### config.mk
export PLATFORM = sky130hd
export DESIGN_NAME = consistent_hash_bucket_map_unit
export DESIGN_NICKNAME = d
export VERILOG_FILES = /design/src/rtl/core/chbm_pkg.sv /design/src/rtl/core/consistent_hash_bucket_map_unit.sv /design/src/rtl/core/chbm_mul.sv /design/src/rtl/core/chbm_div.sv /design/src/rtl/core/chbm_arcs.sv
export VERILOG_INCLUDE_DIRS = /design/src /design/src/rtl/core
export SDC_FILE = /design/constraint.sdc
export NUM_CORES = 2
export LEC_CHECK = 0
export ABC_AREA = 1
export BUFFER_PORTS_ARGS = -buffer_cell sky130_fd_sc_hd__buf_4
export CORE_UTILIZATION = 35
export DETAILED_ROUTE_END_ITERATION = 10
export MAX_ROUTING_LAYER = met4
export PLACE_DENSITY_LB_ADDON = 0.3
export SKIP_CTS_REPAIR_TIMING = 1
export SLEW_MARGIN = 20
export SYNTH_ARGS = -nofsm -noshare
export SYNTH_HDL_FRONTEND = slang
export SYNTH_SLANG_ARGS = --single-unit
### constraint.sdc
create_clock -name clk -period 15.5 [get_ports clk]
set_clock_uncertainty 0.2 [all_clocks]
set_input_delay 0.775 -clock clk [delete_from_list [all_inputs] [get_ports clk]]
set_output_delay 0.775 -clock clk [all_outputs]
set_load 0.005 [all_outputs]
### src/rtl/core/assert_macros.svh
// Assertion macros for the RTL file that carries concurrent checks.
// Depends on nothing; take it in with a plain include.
`ifndef ASSERT_MACROS_SVH
`define ASSERT_MACROS_SVH

// Property that must hold at every clock edge out of reset
`define CHBM_ASSERT(lbl, clk, rst_n, prop, msg) \
  lbl: assert property (@(posedge clk) disable iff (!rst_n) (prop)) else $error(msg);

// Condition that must never be seen at a clock edge out of reset
`define CHBM_ASSERT_NEVER(lbl, clk, rst_n, cond, msg) \
  lbl: assert property (@(posedge clk) disable iff (!rst_n) !(cond)) else $error(msg);

`endif

### src/rtl/core/chbm_pkg.sv
// Shared types, constants and helper functions of the bucket map.
// Depends on nothing; used by every module of the block.
package chbm_pkg;

  localparam int WORD_W  = 64;
  localparam int GNOW_W  = 17;
  localparam int DIV_W   = 18;
  localparam int SLOG_W  = 5;
  localparam int TZ_W    = 6;

  localparam int ROT_A   = 55;
  localparam int SHIFT_B = 14;
  localparam int ROT_B   = 36;
  localparam logic [WORD_W-1:0] HASH_MASK = 64'h0FFF_FFFF_FFFF_FFFF;

  // last trailing-zero count that still leaves a usable shift
  localparam logic [TZ_W-1:0] TZ_LAST = 6'd62;

  localparam logic [15:0] GROUP_SIZE_RST = 16'd16;

  // configuration register indexes
  localparam logic [1:0] CFG_GROUP_SIZE = 2'd0;
  localparam logic [1:0] CFG_HASH_SEED  = 2'd1;
  localparam logic [1:0] CFG_PREHASHED  = 2'd2;

  typedef enum logic [1:0] {
    REQ_LOOKUP = 2'd0,
    REQ_ADD    = 2'd1,
    REQ_DEL    = 2'd2,
    REQ_INIT   = 2'd3
  } req_t;

  // command to the arc state store
  typedef struct packed {
    logic en;
    req_t kind;
  } arc_cmd_t;

  // seeded xorshift-rotate key mix, masked to 60 bits
  function automatic logic [WORD_W-1:0] mix_key(input logic [WORD_W-1:0] key,
                                                 input logic [WORD_W-1:0] seed);
    logic [WORD_W-1:0] b;
    logic [WORD_W-1:0] a2;
    logic [WORD_W-1:0] b2;
    b  = seed ^ key;
    a2 = ((key << ROT_A) | (key >> (WORD_W - ROT_A))) ^ b ^ (b << SHIFT_B);
    b2 = (b << ROT_B) | (b >> (WORD_W - ROT_B));
    return (a2 + b2) & HASH_MASK;
  endfunction

  // ceiling of log2 of the group size
  function automatic logic [SLOG_W-1:0] ceil_log2(input logic [15:0] s);
    logic [SLOG_W-1:0] c;
    c = '0;
    for (int k = 0; k < 16; k++) begin
      if ((17'd1 << k) < {1'b0, s}) c = c + SLOG_W'(1);
    end
    return c;
  endfunction

endpackage

### src/rtl/core/consistent_hash_bucket_map_unit.sv
// Consistent-hash bucket map: sequencer, configuration and result register.
// Add, delete, reinit: the request goes through S_UPD to S_OUT, where the result beat is registered.
// Lookup: its run time is set by the bit-serial multiplier (one cycle
// per multiplier bit, up to eleven products), the 64-step divider and the zero shift.
// One item in work at a time; an output stall holds it in S_OUT. Reset restores group size 16,
// seed 0, hashing on, both versions to one bucket. Uses chbm_pkg, chbm_arcs/mul/div.
`include "assert_macros.svh"

module consistent_hash_bucket_map_unit #(
  parameter int COUNT_BITS = 32
) (
  input  logic        clk,
  input  logic        rst_n,
  input  logic        in_valid,
  output logic        in_stall,
  input  logic [1:0]  in_req_type,
  input  logic        in_version_sel,
  input  logic [63:0] in_key,
  output logic        out_valid,
  input  logic        out_stall,
  output logic [31:0] out_bucket,
  output logic [31:0] out_bucket_count,
  output logic        out_error,
  input  logic        cfg_valid,
  output logic        cfg_ready,
  input  logic [1:0]  cfg_index,
  input  logic [63:0] cfg_data
);
  import chbm_pkg::*;

  typedef enum logic [3:0] {
    S_IDLE, S_UPD, S_ARC0, S_DMUL, S_SCI, S_SCW, S_ARC1,
    S_BKT0, S_DIVW, S_BKT1, S_RMULW, S_TZ, S_OUT
  } state_t;

  typedef enum logic [1:0] {
    RET_ARC, RET_ARC1, RET_ARC2
  } ret_t;

  state_t            state_r;
  ret_t              ret_r;
  logic [15:0]       gsize_r;
  logic [WORD_W-1:0] seed_r;
  logic              prehashed_r;
  req_t              req_r;
  logic              ver_r;
  logic [WORD_W-1:0] h_r;
  logic [WORD_W-1:0] d_r;
  logic [WORD_W-1:0] t_r;
  logic [WORD_W-1:0] arc_r;
  logic [WORD_W-1:0] grp_r;
  logic [WORD_W-1:0] res_r;
  logic [DIV_W-1:0]  div_r;
  logic [TZ_W-1:0]   cnt_r;
  logic [1:0]        ph_r;
  logic              dsel_r;
  logic [31:0]       bucket_r;
  logic              err_r;
  logic              out_valid_r;
  logic [31:0]       out_bucket_r;
  logic [31:0]       out_count_r;
  logic              out_error_r;

  arc_cmd_t              cmd;
  logic [COUNT_BITS:0]   total;
  logic [COUNT_BITS-1:0] sa, sg, gc;
  logic [GNOW_W-1:0]     gn;
  logic                  arc_err;

  logic [15:0]       s_eff;
  logic [SLOG_W-1:0] slog;
  logic [WORD_W-1:0] s64, sa64, sg64, gn64, gc64, n64;

  logic              mul_start, mul_done;
  logic [WORD_W-1:0] mul_a, mul_b, mul_p;
  logic              div_start, div_done;
  logic [WORD_W-1:0] div_n, div_q;
  logic [DIV_W-1:0]  div_d, div_rem;

  logic [WORD_W-1:0] sc_sum;
  logic              div_gt;
  logic [WORD_W-1:0] init_v, grp_v;
  logic [DIV_W-1:0]  pos_v;
  logic              grp_zero;

  // effective group size and widened counters
  assign s_eff = (gsize_r == '0) ? 16'd1 : gsize_r;
  assign slog  = ceil_log2(s_eff);
  assign s64   = 64'(s_eff);
  assign sa64  = 64'(sa);
  assign sg64  = 64'(sg);
  assign gn64  = 64'(gn);
  assign gc64  = 64'(gc);
  assign n64   = 64'(total);

  assign cmd = {state_r == S_UPD, req_r};

  chbm_arcs #(.CB(COUNT_BITS)) u_arcs (
    .clk          (clk),
    .rst_n        (rst_n),
    .cmd          (cmd),
    .ver          (ver_r),
    .s            (s_eff),
    .total        (total),
    .short_cnt    (sa),
    .short_groups (sg),
    .group_now    (gn),
    .group_count  (gc),
    .err          (arc_err)
  );

  chbm_mul u_mul (
    .clk   (clk),
    .rst_n (rst_n),
    .start (mul_start),
    .a     (mul_a),
    .b     (mul_b),
    .done  (mul_done),
    .prod  (mul_p)
  );

  chbm_div u_div (
    .clk   (clk),
    .rst_n (rst_n),
    .start (div_start),
    .n     (div_n),
    .d     (div_d),
    .done  (div_done),
    .quot  (div_q),
    .rem   (div_rem)
  );

  // group/position fix-up after the division
  assign div_gt   = div_r > {2'b00, s_eff};
  assign init_v   = div_gt ? {gc64[WORD_W-2:0], 1'b0} : gc64;
  assign grp_v    = (div_r == '0) ? '0 :
                    div_gt ? {div_q[WORD_W-2:0], 1'b0} + 64'(div_rem >> slog) : div_q;
  assign pos_v    = div_gt ? (div_rem & DIV_W'(s_eff - 16'd1)) : div_rem;
  assign grp_zero = (grp_v == '0);

  // partial-product sum of the split high product
  assign sc_sum = (ph_r == 2'd3) ? mul_p + (t_r >> 32) : t_r + mul_p;

  // multiplier and divider issue
  always_comb begin
    mul_start = 1'b0;
    mul_a     = '0;
    mul_b     = '0;
    div_start = 1'b0;
    div_n     = (sa64 <= arc_r) ? arc_r - sg64 : arc_r;
    div_d     = DIV_W'(gn) + DIV_W'(sa64 > arc_r);
    case (state_r)
      S_ARC0: begin
        mul_start = (n64 >= s64);
        mul_a     = gc64;
        mul_b     = gn64 + 64'd1;
      end
      S_ARC1: begin
        mul_start = (arc_r >= sa64);
        mul_a     = gc64;
        mul_b     = gn64;
      end
      S_SCI: begin
        mul_start = 1'b1;
        mul_a     = (ph_r[0]) ? {32'd0, h_r[63:32]} : {32'd0, h_r[31:0]};
        mul_b     = (ph_r[1]) ? {32'd0, d_r[63:32]} : {32'd0, d_r[31:0]};
      end
      S_BKT0: begin
        div_start = (arc_r >= s64);
      end
      S_BKT1: begin
        mul_start = !grp_zero;
        mul_a     = init_v;
        mul_b     = s64 + 64'(pos_v);
      end
      default: begin
      end
    endcase
  end

  // sequencer, configuration and result register
  always_ff @(posedge clk) begin
    if (!rst_n) begin
      state_r     <= S_IDLE;
      gsize_r     <= GROUP_SIZE_RST;
      seed_r      <= '0;
      prehashed_r <= 1'b0;
      out_valid_r <= 1'b0;
    end else begin
      if (cfg_valid) begin
        case (cfg_index)
          CFG_GROUP_SIZE: gsize_r     <= cfg_data[15:0];
          CFG_HASH_SEED:  seed_r      <= cfg_data;
          CFG_PREHASHED:  prehashed_r <= cfg_data[0];
          default: begin
          end
        endcase
      end
      if (out_valid_r && !out_stall && state_r != S_OUT) out_valid_r <= 1'b0;
      case (state_r)
        S_IDLE: begin
          if (in_valid) begin
            req_r    <= req_t'(in_req_type);
            ver_r    <= in_version_sel;
            h_r      <= prehashed_r ? in_key : mix_key(in_key, seed_r);
            bucket_r <= '0;
            err_r    <= 1'b0;
            state_r  <= (req_t'(in_req_type) == REQ_LOOKUP) ? S_ARC0 : S_UPD;
          end
        end
        S_UPD: begin
          err_r   <= arc_err;
          state_r <= S_OUT;
        end
        S_ARC0: begin
          if (n64 < s64) begin
            d_r     <= n64;
            ret_r   <= RET_ARC;
            ph_r    <= 2'd0;
            state_r <= S_SCI;
          end else begin
            dsel_r  <= 1'b0;
            state_r <= S_DMUL;
          end
        end
        S_DMUL: begin
          if (mul_done) begin
            d_r     <= mul_p;
            ret_r   <= dsel_r ? RET_ARC2 : RET_ARC1;
            ph_r    <= 2'd0;
            state_r <= S_SCI;
          end
        end
        S_SCI: begin
          state_r <= S_SCW;
        end
        S_SCW: begin
          if (mul_done) begin
            if (ph_r == 2'd0) begin
              t_r <= mul_p >> 32;
            end else begin
              t_r <= sc_sum;
            end
            if (ph_r != 2'd3) begin
              ph_r    <= ph_r + 2'd1;
              state_r <= S_SCI;
            end else begin
              case (ret_r)
                RET_ARC: begin
                  arc_r   <= sc_sum;
                  state_r <= S_BKT0;
                end
                RET_ARC1: begin
                  arc_r   <= sc_sum;
                  state_r <= S_ARC1;
                end
                default: begin
                  arc_r   <= sc_sum + sg64;
                  state_r <= S_BKT0;
                end
              endcase
            end
          end
        end
        S_ARC1: begin
          if (arc_r < sa64) begin
            state_r <= S_BKT0;
          end else begin
            dsel_r  <= 1'b1;
            state_r <= S_DMUL;
          end
        end
        S_BKT0: begin
          if (arc_r < s64) begin
            bucket_r <= arc_r[31:0];
            state_r  <= S_OUT;
          end else begin
            div_r   <= div_d;
            state_r <= S_DIVW;
          end
        end
        S_DIVW: begin
          if (div_done) state_r <= S_BKT1;
        end
        S_BKT1: begin
          grp_r   <= grp_v;
          state_r <= grp_zero ? S_OUT : S_RMULW;
        end
        S_RMULW: begin
          if (mul_done) begin
            res_r   <= mul_p + grp_r;
            cnt_r   <= '0;
            state_r <= S_TZ;
          end
        end
        S_TZ: begin
          // shift out trailing zeros of the group, then one more place
          if (grp_r[0]) begin
            bucket_r <= res_r[32:1];
            state_r  <= S_OUT;
          end else if (cnt_r == TZ_LAST) begin
            state_r <= S_OUT;
          end else begin
            grp_r <= grp_r >> 1;
            res_r <= res_r >> 1;
            cnt_r <= cnt_r + TZ_W'(1);
          end
        end
        S_OUT: begin
          if (!out_valid_r || !out_stall) begin
            out_valid_r  <= 1'b1;
            out_bucket_r <= bucket_r;
            out_count_r  <= 32'(total);
            out_error_r  <= err_r;
            state_r      <= S_IDLE;
          end
        end
        default: state_r <= S_IDLE;
      endcase
    end
  end

  assign in_stall         = (state_r != S_IDLE);
  assign cfg_ready        = 1'b1;
  assign out_valid        = out_valid_r;
  assign out_bucket       = out_bucket_r;
  assign out_bucket_count = out_count_r;
  assign out_error        = out_error_r;

  // checks
  `CHBM_ASSERT_NEVER(a_err_bucket, clk, rst_n, out_valid && out_error && (out_bucket != 32'd0), "error beat carries a bucket")
  `CHBM_ASSERT(a_mul_wait, clk, rst_n, !mul_done || state_r == S_DMUL || state_r == S_SCW || state_r == S_RMULW, "multiplier finished outside a wait state")
  `CHBM_ASSERT(a_div_wait, clk, rst_n, !div_done || state_r == S_DIVW, "divider finished outside its wait state")

endmodule

### src/rtl/core/chbm_mul.sv
// Bit-serial shift-add multiplier, product modulo 2^64.
// One multiplier bit a cycle, stops once the remaining bits are zero.
// Depends on chbm_pkg.
module chbm_mul (
  input  logic        clk,
  input  logic        rst_n,
  input  logic        start,
  input  logic [63:0] a,
  input  logic [63:0] b,
  output logic        done,
  output logic [63:0] prod
);
  import chbm_pkg::*;

  logic [WORD_W-1:0] a_r;
  logic [WORD_W-1:0] b_r;
  logic [WORD_W-1:0] p_r;
  logic              run_r;
  logic              done_r;

  // shift-add step
  always_ff @(posedge clk) begin
    if (!rst_n) begin
      run_r  <= 1'b0;
      done_r <= 1'b0;
    end else begin
      done_r <= 1'b0;
      if (start) begin
        a_r   <= a;
        b_r   <= b;
        p_r   <= '0;
        run_r <= 1'b1;
      end else if (run_r) begin
        if (b_r == '0) begin
          run_r  <= 1'b0;
          done_r <= 1'b1;
        end else begin
          if (b_r[0]) p_r <= p_r + a_r;
          a_r <= {a_r[WORD_W-2:0], 1'b0};
          b_r <= {1'b0, b_r[WORD_W-1:1]};
        end
      end
    end
  end

  assign done = done_r;
  assign prod = p_r;

endmodule

### src/rtl/core/chbm_div.sv
// Restoring divider, 64-bit dividend by 18-bit divisor, one bit a cycle.
// 64 steps; quotient and remainder hold after done. Depends on chbm_pkg.
module chbm_div (
  input  logic        clk,
  input  logic        rst_n,
  input  logic        start,
  input  logic [63:0] n,
  input  logic [17:0] d,
  output logic        done,
  output logic [63:0] quot,
  output logic [17:0] rem
);
  import chbm_pkg::*;

  logic [WORD_W-1:0] q_r;
  logic [DIV_W-1:0]  d_r;
  logic [DIV_W-1:0]  rem_r;
  logic [TZ_W-1:0]   cnt_r;
  logic              run_r;
  logic              done_r;
  logic [DIV_W:0]    rr;
  logic [DIV_W:0]    diff;
  logic              ge;

  // trial subtract of the shifted remainder
  assign rr   = {rem_r, q_r[WORD_W-1]};
  assign ge   = rr >= {1'b0, d_r};
  assign diff = rr - {1'b0, d_r};

  always_ff @(posedge clk) begin
    if (!rst_n) begin
      run_r  <= 1'b0;
      done_r <= 1'b0;
    end else begin
      done_r <= 1'b0;
      if (start) begin
        q_r   <= n;
        d_r   <= d;
        rem_r <= '0;
        cnt_r <= '0;
        run_r <= 1'b1;
      end else if (run_r) begin
        rem_r <= ge ? diff[DIV_W-1:0] : rr[DIV_W-1:0];
        q_r   <= {q_r[WORD_W-2:0], ge};
        cnt_r <= cnt_r + TZ_W'(1);
        if (cnt_r == {TZ_W{1'b1}}) begin
          run_r  <= 1'b0;
          done_r <= 1'b1;
        end
      end
    end
  end

  assign done = done_r;
  assign quot = q_r;
  assign rem  = rem_r;

endmodule

### src/rtl/core/chbm_arcs.sv
// Two versions of arc state with in-place add, delete and reinit.
// Presents the selected version's counters. Depends on chbm_pkg.
module chbm_arcs #(
  parameter int CB = 32
) (
  input  logic                      clk,
  input  logic                      rst_n,
  input  chbm_pkg::arc_cmd_t        cmd,
  input  logic                      ver,
  input  logic [15:0]               s,
  output logic [CB:0]               total,
  output logic [CB-1:0]             short_cnt,
  output logic [CB-1:0]             short_groups,
  output logic [chbm_pkg::GNOW_W-1:0] group_now,
  output logic [CB-1:0]             group_count,
  output logic                      err
);
  import chbm_pkg::*;

  logic [CB-1:0]     long_r [2];
  logic [CB-1:0]     sa_r   [2];
  logic [CB-1:0]     sg_r   [2];
  logic [GNOW_W-1:0] gn_r   [2];
  logic [CB-1:0]     gc_r   [2];

  logic [CB-1:0]     l_q, sa_q, sg_q, gc_q;
  logic [GNOW_W-1:0] gn_q;
  logic [CB:0]       tot_q;
  logic [CB-1:0]     l_nxt, sa_nxt, sg_nxt, gc_nxt;
  logic [GNOW_W-1:0] gn_nxt;
  logic              wr;

  assign l_q   = long_r[ver];
  assign sa_q  = sa_r[ver];
  assign sg_q  = sg_r[ver];
  assign gn_q  = gn_r[ver];
  assign gc_q  = gc_r[ver];
  assign tot_q = {1'b0, l_q} + {1'b0, sa_q};

  // next version state for the requested change
  always_comb begin
    l_nxt  = l_q;
    sa_nxt = sa_q;
    sg_nxt = sg_q;
    gn_nxt = gn_q;
    gc_nxt = gc_q;
    wr     = 1'b0;
    err    = 1'b0;
    case (cmd.kind)
      REQ_ADD: begin
        if (tot_q >= {1'b0, {CB{1'b1}}}) begin
          err = 1'b1;
        end else begin
          wr = 1'b1;
          if (64'(tot_q) < 64'(s)) begin
            l_nxt = l_q + CB'(1);
          end else begin
            l_nxt  = l_q - CB'(gn_q);
            sg_nxt = sg_q + CB'(1);
            sa_nxt = sa_q + CB'(gn_q) + CB'(1);
            // long arcs used up: short arcs become the long set
            if (l_nxt == '0) begin
              l_nxt  = sa_nxt;
              sg_nxt = '0;
              sa_nxt = '0;
              gn_nxt = gn_q + GNOW_W'(1);
            end
            // group size doubled: halve arcs per group, double groups
            if (gn_nxt == {s, 1'b0}) begin
              gn_nxt = {1'b0, s};
              gc_nxt = {gc_q[CB-2:0], 1'b0};
            end
          end
        end
      end
      REQ_DEL: begin
        if (tot_q == '0) begin
          err = 1'b1;
        end else begin
          wr = 1'b1;
          if (64'(tot_q) <= 64'(s)) begin
            l_nxt = l_q - CB'(1);
          end else begin
            if (gn_q == {1'b0, s} && sa_q == '0) begin
              gn_nxt = {s, 1'b0};
              gc_nxt = {1'b0, gc_q[CB-1:1]};
            end
            if (sa_q == '0) begin
              sa_nxt = l_q;
              sg_nxt = gc_nxt;
              l_nxt  = '0;
              gn_nxt = gn_nxt - GNOW_W'(1);
            end
            sa_nxt = sa_nxt - CB'(gn_nxt) - CB'(1);
            sg_nxt = sg_nxt - CB'(1);
            l_nxt  = l_nxt + CB'(gn_nxt);
          end
        end
      end
      REQ_INIT: begin
        wr     = 1'b1;
        l_nxt  = CB'(1);
        sa_nxt = '0;
        sg_nxt = '0;
        gn_nxt = {1'b0, s};
        gc_nxt = CB'(1);
      end
      default: begin
      end
    endcase
  end

  // version store
  always_ff @(posedge clk) begin
    if (!rst_n) begin
      for (int v = 0; v < 2; v++) begin
        long_r[v] <= CB'(1);
        sa_r[v]   <= '0;
        sg_r[v]   <= '0;
        gn_r[v]   <= {1'b0, GROUP_SIZE_RST};
        gc_r[v]   <= CB'(1);
      end
    end else if (cmd.en && wr) begin
      long_r[ver] <= l_nxt;
      sa_r[ver]   <= sa_nxt;
      sg_r[ver]   <= sg_nxt;
      gn_r[ver]   <= gn_nxt;
      gc_r[ver]   <= gc_nxt;
    end
  end

  assign total        = tot_q;
  assign short_cnt    = sa_q;
  assign short_groups = sg_q;
  assign group_now    = gn_q;
  assign group_count  = gc_q;

endmodule

==> flow_metrics.env <==
export IMPL_drc=0
export IMPL_fin_crit_sh_pct=93.9
export IMPL_dr_pass1_iters=7
export IMPL_fillers=27883
export IMPL_post_synth_top_count_cell="nand2_1"
export IMPL_syn_num_nets=13473
export IMPL_die_x_um=520
export IMPL_drv_cap=0
export IMPL_slew_headroom_pct=12.8
export IMPL_dpl_instance_area_um2=100000
export IMPL_coreArea_um2=266000
export IMPL_grt_pass1_vias=83534
export IMPL_fin_nets=13653
export IMPL_end_kind="flip-flop"
export IMPL_arrival_ps=14920
export IMPL_vias=91238
export IMPL_crit_buf_inv=16
export IMPL_ir_drop_uv=162
export IMPL_grt_max_degree=140
export IMPL_synthArstFlopShare_pct=0
export IMPL_stdcell_count=16586
export IMPL_syn_area_um2=93800
export IMPL_cp_data_required_time_ps=15860
export IMPL_status="finished with violations"
export IMPL_place_worst_setup_slack_ps=-279
export IMPL_cp_slowest_stage_delay_ps=380
export IMPL_port_buffers=204
export IMPL_slew_violations=0
export IMPL_path_clk_slew_ps=60
export IMPL_gp_congestion=1.05
export IMPL_cellPowerDensity_nw_per_um2=179
export IMPL_setup_viol_count_final=0
export IMPL_worst_setup_path_start_kind="flip-flop"
export IMPL_cp_max_fo=24
export IMPL_regArea_um2=33900
export IMPL_multi_input_area_um2=53000
export IMPL_final_layout_size_suffix_gt1_share_pct=8.12
export IMPL_row_count=189
export IMPL_avgSynthCellArea_um2=7.36
export IMPL_syn2layout_area_growth_pct=12.6
export IMPL_ys_ff_latch=1160
export IMPL_hold_slack_ps=-6.28
export IMPL_ant_nets=0
export IMPL_worstSetupPathType="flip-flop to flip-flop"
export IMPL_dpl_hpwl_mm=297
export IMPL_clk_latency_ps=870
export IMPL_cts_tree="built"
export IMPL_antenna_found_initial=38
export IMPL_die_area_um2=270000
export IMPL_overflow=0
export IMPL_dp_cells=16251
export IMPL_worstMarginPinSlew_ps=1300
export IMPL_num_io_pins=206
export IMPL_synthFlopType="edfxtp_1"
export IMPL_crit_slowest_cell="dfxtp_1"
export IMPL_grt_pass1_wl_mm=559
export IMPL_cts_sinks=1160
export IMPL_fmax_ghz=0.0687
export IMPL_finalCriticalPeriod_ps=14560
export IMPL_hold_path_class="primary input to flip-flop"
export IMPL_ys_seq_area_share_pct=36.1
export IMPL_netlist_area_leader_share_pct=34.2
export IMPL_violations="negative hold slack"
export IMPL_p_leak_nw=45.8
export IMPL_post_drt_via_cell_ratio=5.50
export IMPL_clock_root_buffer="clkbuf_16"
export IMPL_final_cell_area_um2=106000
export IMPL_synthTopCellsByArea="edfxtp_1 34%, nand2_1 12%, ha_1 7.6%"
export IMPL_netlist_instances=12749
export IMPL_netlist_cell_type_count=71
export IMPL_setup_ws_ps=940
export IMPL_h_tree_depth=4
export IMPL_ys_top_cells_by_count="2973 x nand2_1, 1457 x nor2_1, 1377 x inv_1, 1140 x o21ai_0, 1069 x edfxtp_1"
export IMPL_synth_area_leader_cell="edfxtp_1"
export IMPL_numCtsBuffers=151
export IMPL_fin_setup_tns_ps=0
export IMPL_start_util_pct=35.3
export IMPL_cts_buffer_depth=4
export IMPL_synth_edf_count=1069
export IMPL_power_total_mw=18.9
export IMPL_finalHoldViolCount=3
export IMPL_chipHeight_um=520
export IMPL_wl_per_cell_um=23.3
export IMPL_grt_usage_pct=28.4
export IMPL_critical_path_top_delay_family="simple AND/OR/NAND/NOR gates"
export IMPL_crit_top_cell="nand2_1"
export IMPL_drt_iter0_drc=11151
export IMPL_yosysWarnings=0
export IMPL_wirelength_mm=386
[sequential cells by signal, summed over array words and instances (netlist names), 34 cells and up, named ones only]
register       count
t_r               64
res_r             63
arc_r             64
u_arcs.gc_r       64
h_r               64
d_r               64
u_arcs.long_r     64
u_arcs.sa_r       64
u_div.quot        64
u_mul.prod        64
grp_r             64
seed_r            64
u_mul.a_r         64
u_arcs.sg_r       64
u_arcs.gn_r       34
[power by group]
group / internal (mW) / switching (mW)
clock: 2.00 / 1.48
sequential: 4.21 / 0.368
combinational: 3.54 / 7.34
[cell type report]
cell class | count | share of cell area [%]
Clock buffer | 186 | 3.86
Multi-Input combinational cell | 9687 | 50.2
Antenna cell | 12 | 0.0284
Sequential cell | 1160 | 32.1
Inverter | 1426 | 5.08
Timing Repair Buffer | 503 | 3.90
Clock inverter | 79 | 0.623
Tap cell | 3533 | 4.18
[kinds of logic after synthesis]
logic type,synth area share [%]
xor+xnor,6.99
flops,36.1
simple gates,25.4
compound gates,15.6
fa+ha+maj,7.92
other cells,0.00400
buf+inv,7.85
mux,0.0427
[stage by stage]
step	util, %	hold slack (ps)
floorplan	-	200
global placement	37.6	202
detailed placement	37.6	205
CTS	39.4	-119
global route	39.7	5.74
finish	39.7	-6.28
[worst reg2reg max path, delay by kind of cell, from the launching register on]
kind	cells	cell delay, ps
simple gates	51	5980
compound gates	9	1390
xor+xnor	1	170
fa+ha+maj	17	4560
buf+inv	16	1570
flops	1	380
[path summary, 6_finish.rpt]
path | start | end | slack [ps] | depth (start not counted)
setup reg to reg | gsize_r[14] | u_mul.prod[53] | 940 | 94
setup / recovery | gsize_r[14] | u_mul.prod[53] | 940 | 94
hold / removal | cfg_data[25] | seed_r[25] | -6 | 3
hold reg to reg | bucket_r[18] | out_bucket[18] | 220 | 0
[placed cells by master, fill, tap and decap left out, types with 40 or more instances in the layout]
cell type	instances
clkinv_1	50
o211ai_1	166
edfxtp_1	1069
xor2_1	593
xnor2_1	153
inv_1	1368
nor4_1	70
o21ai_1	52
nand3_1	516
dfxtp_1	87
nand2_1	2964
ha_1	569
a31oi_1	110
dlygate4sd3_1	45
buf_4	439
nor2_1	1436
a21oi_1	889
or2_2	129
nand4_1	176
o21ai_0	1129
o22ai_1	46
clkbuf_16	155
nor3_1	162
nor2_2	86
nand2_2	40
[metal layers]
layer | up-vias | wire length (µm) | global-route usage (%)
li1 | 43386 | - | -
met1 | 42551 | 163000 | 37.7
met2 | 4455 | 164000 | 41.6
met3 | 846 | 38900 | 5.18
met4 | 0 | 20100 | 13.0
met5 | - | 0 | -
(Power assumes the default switching activity.)
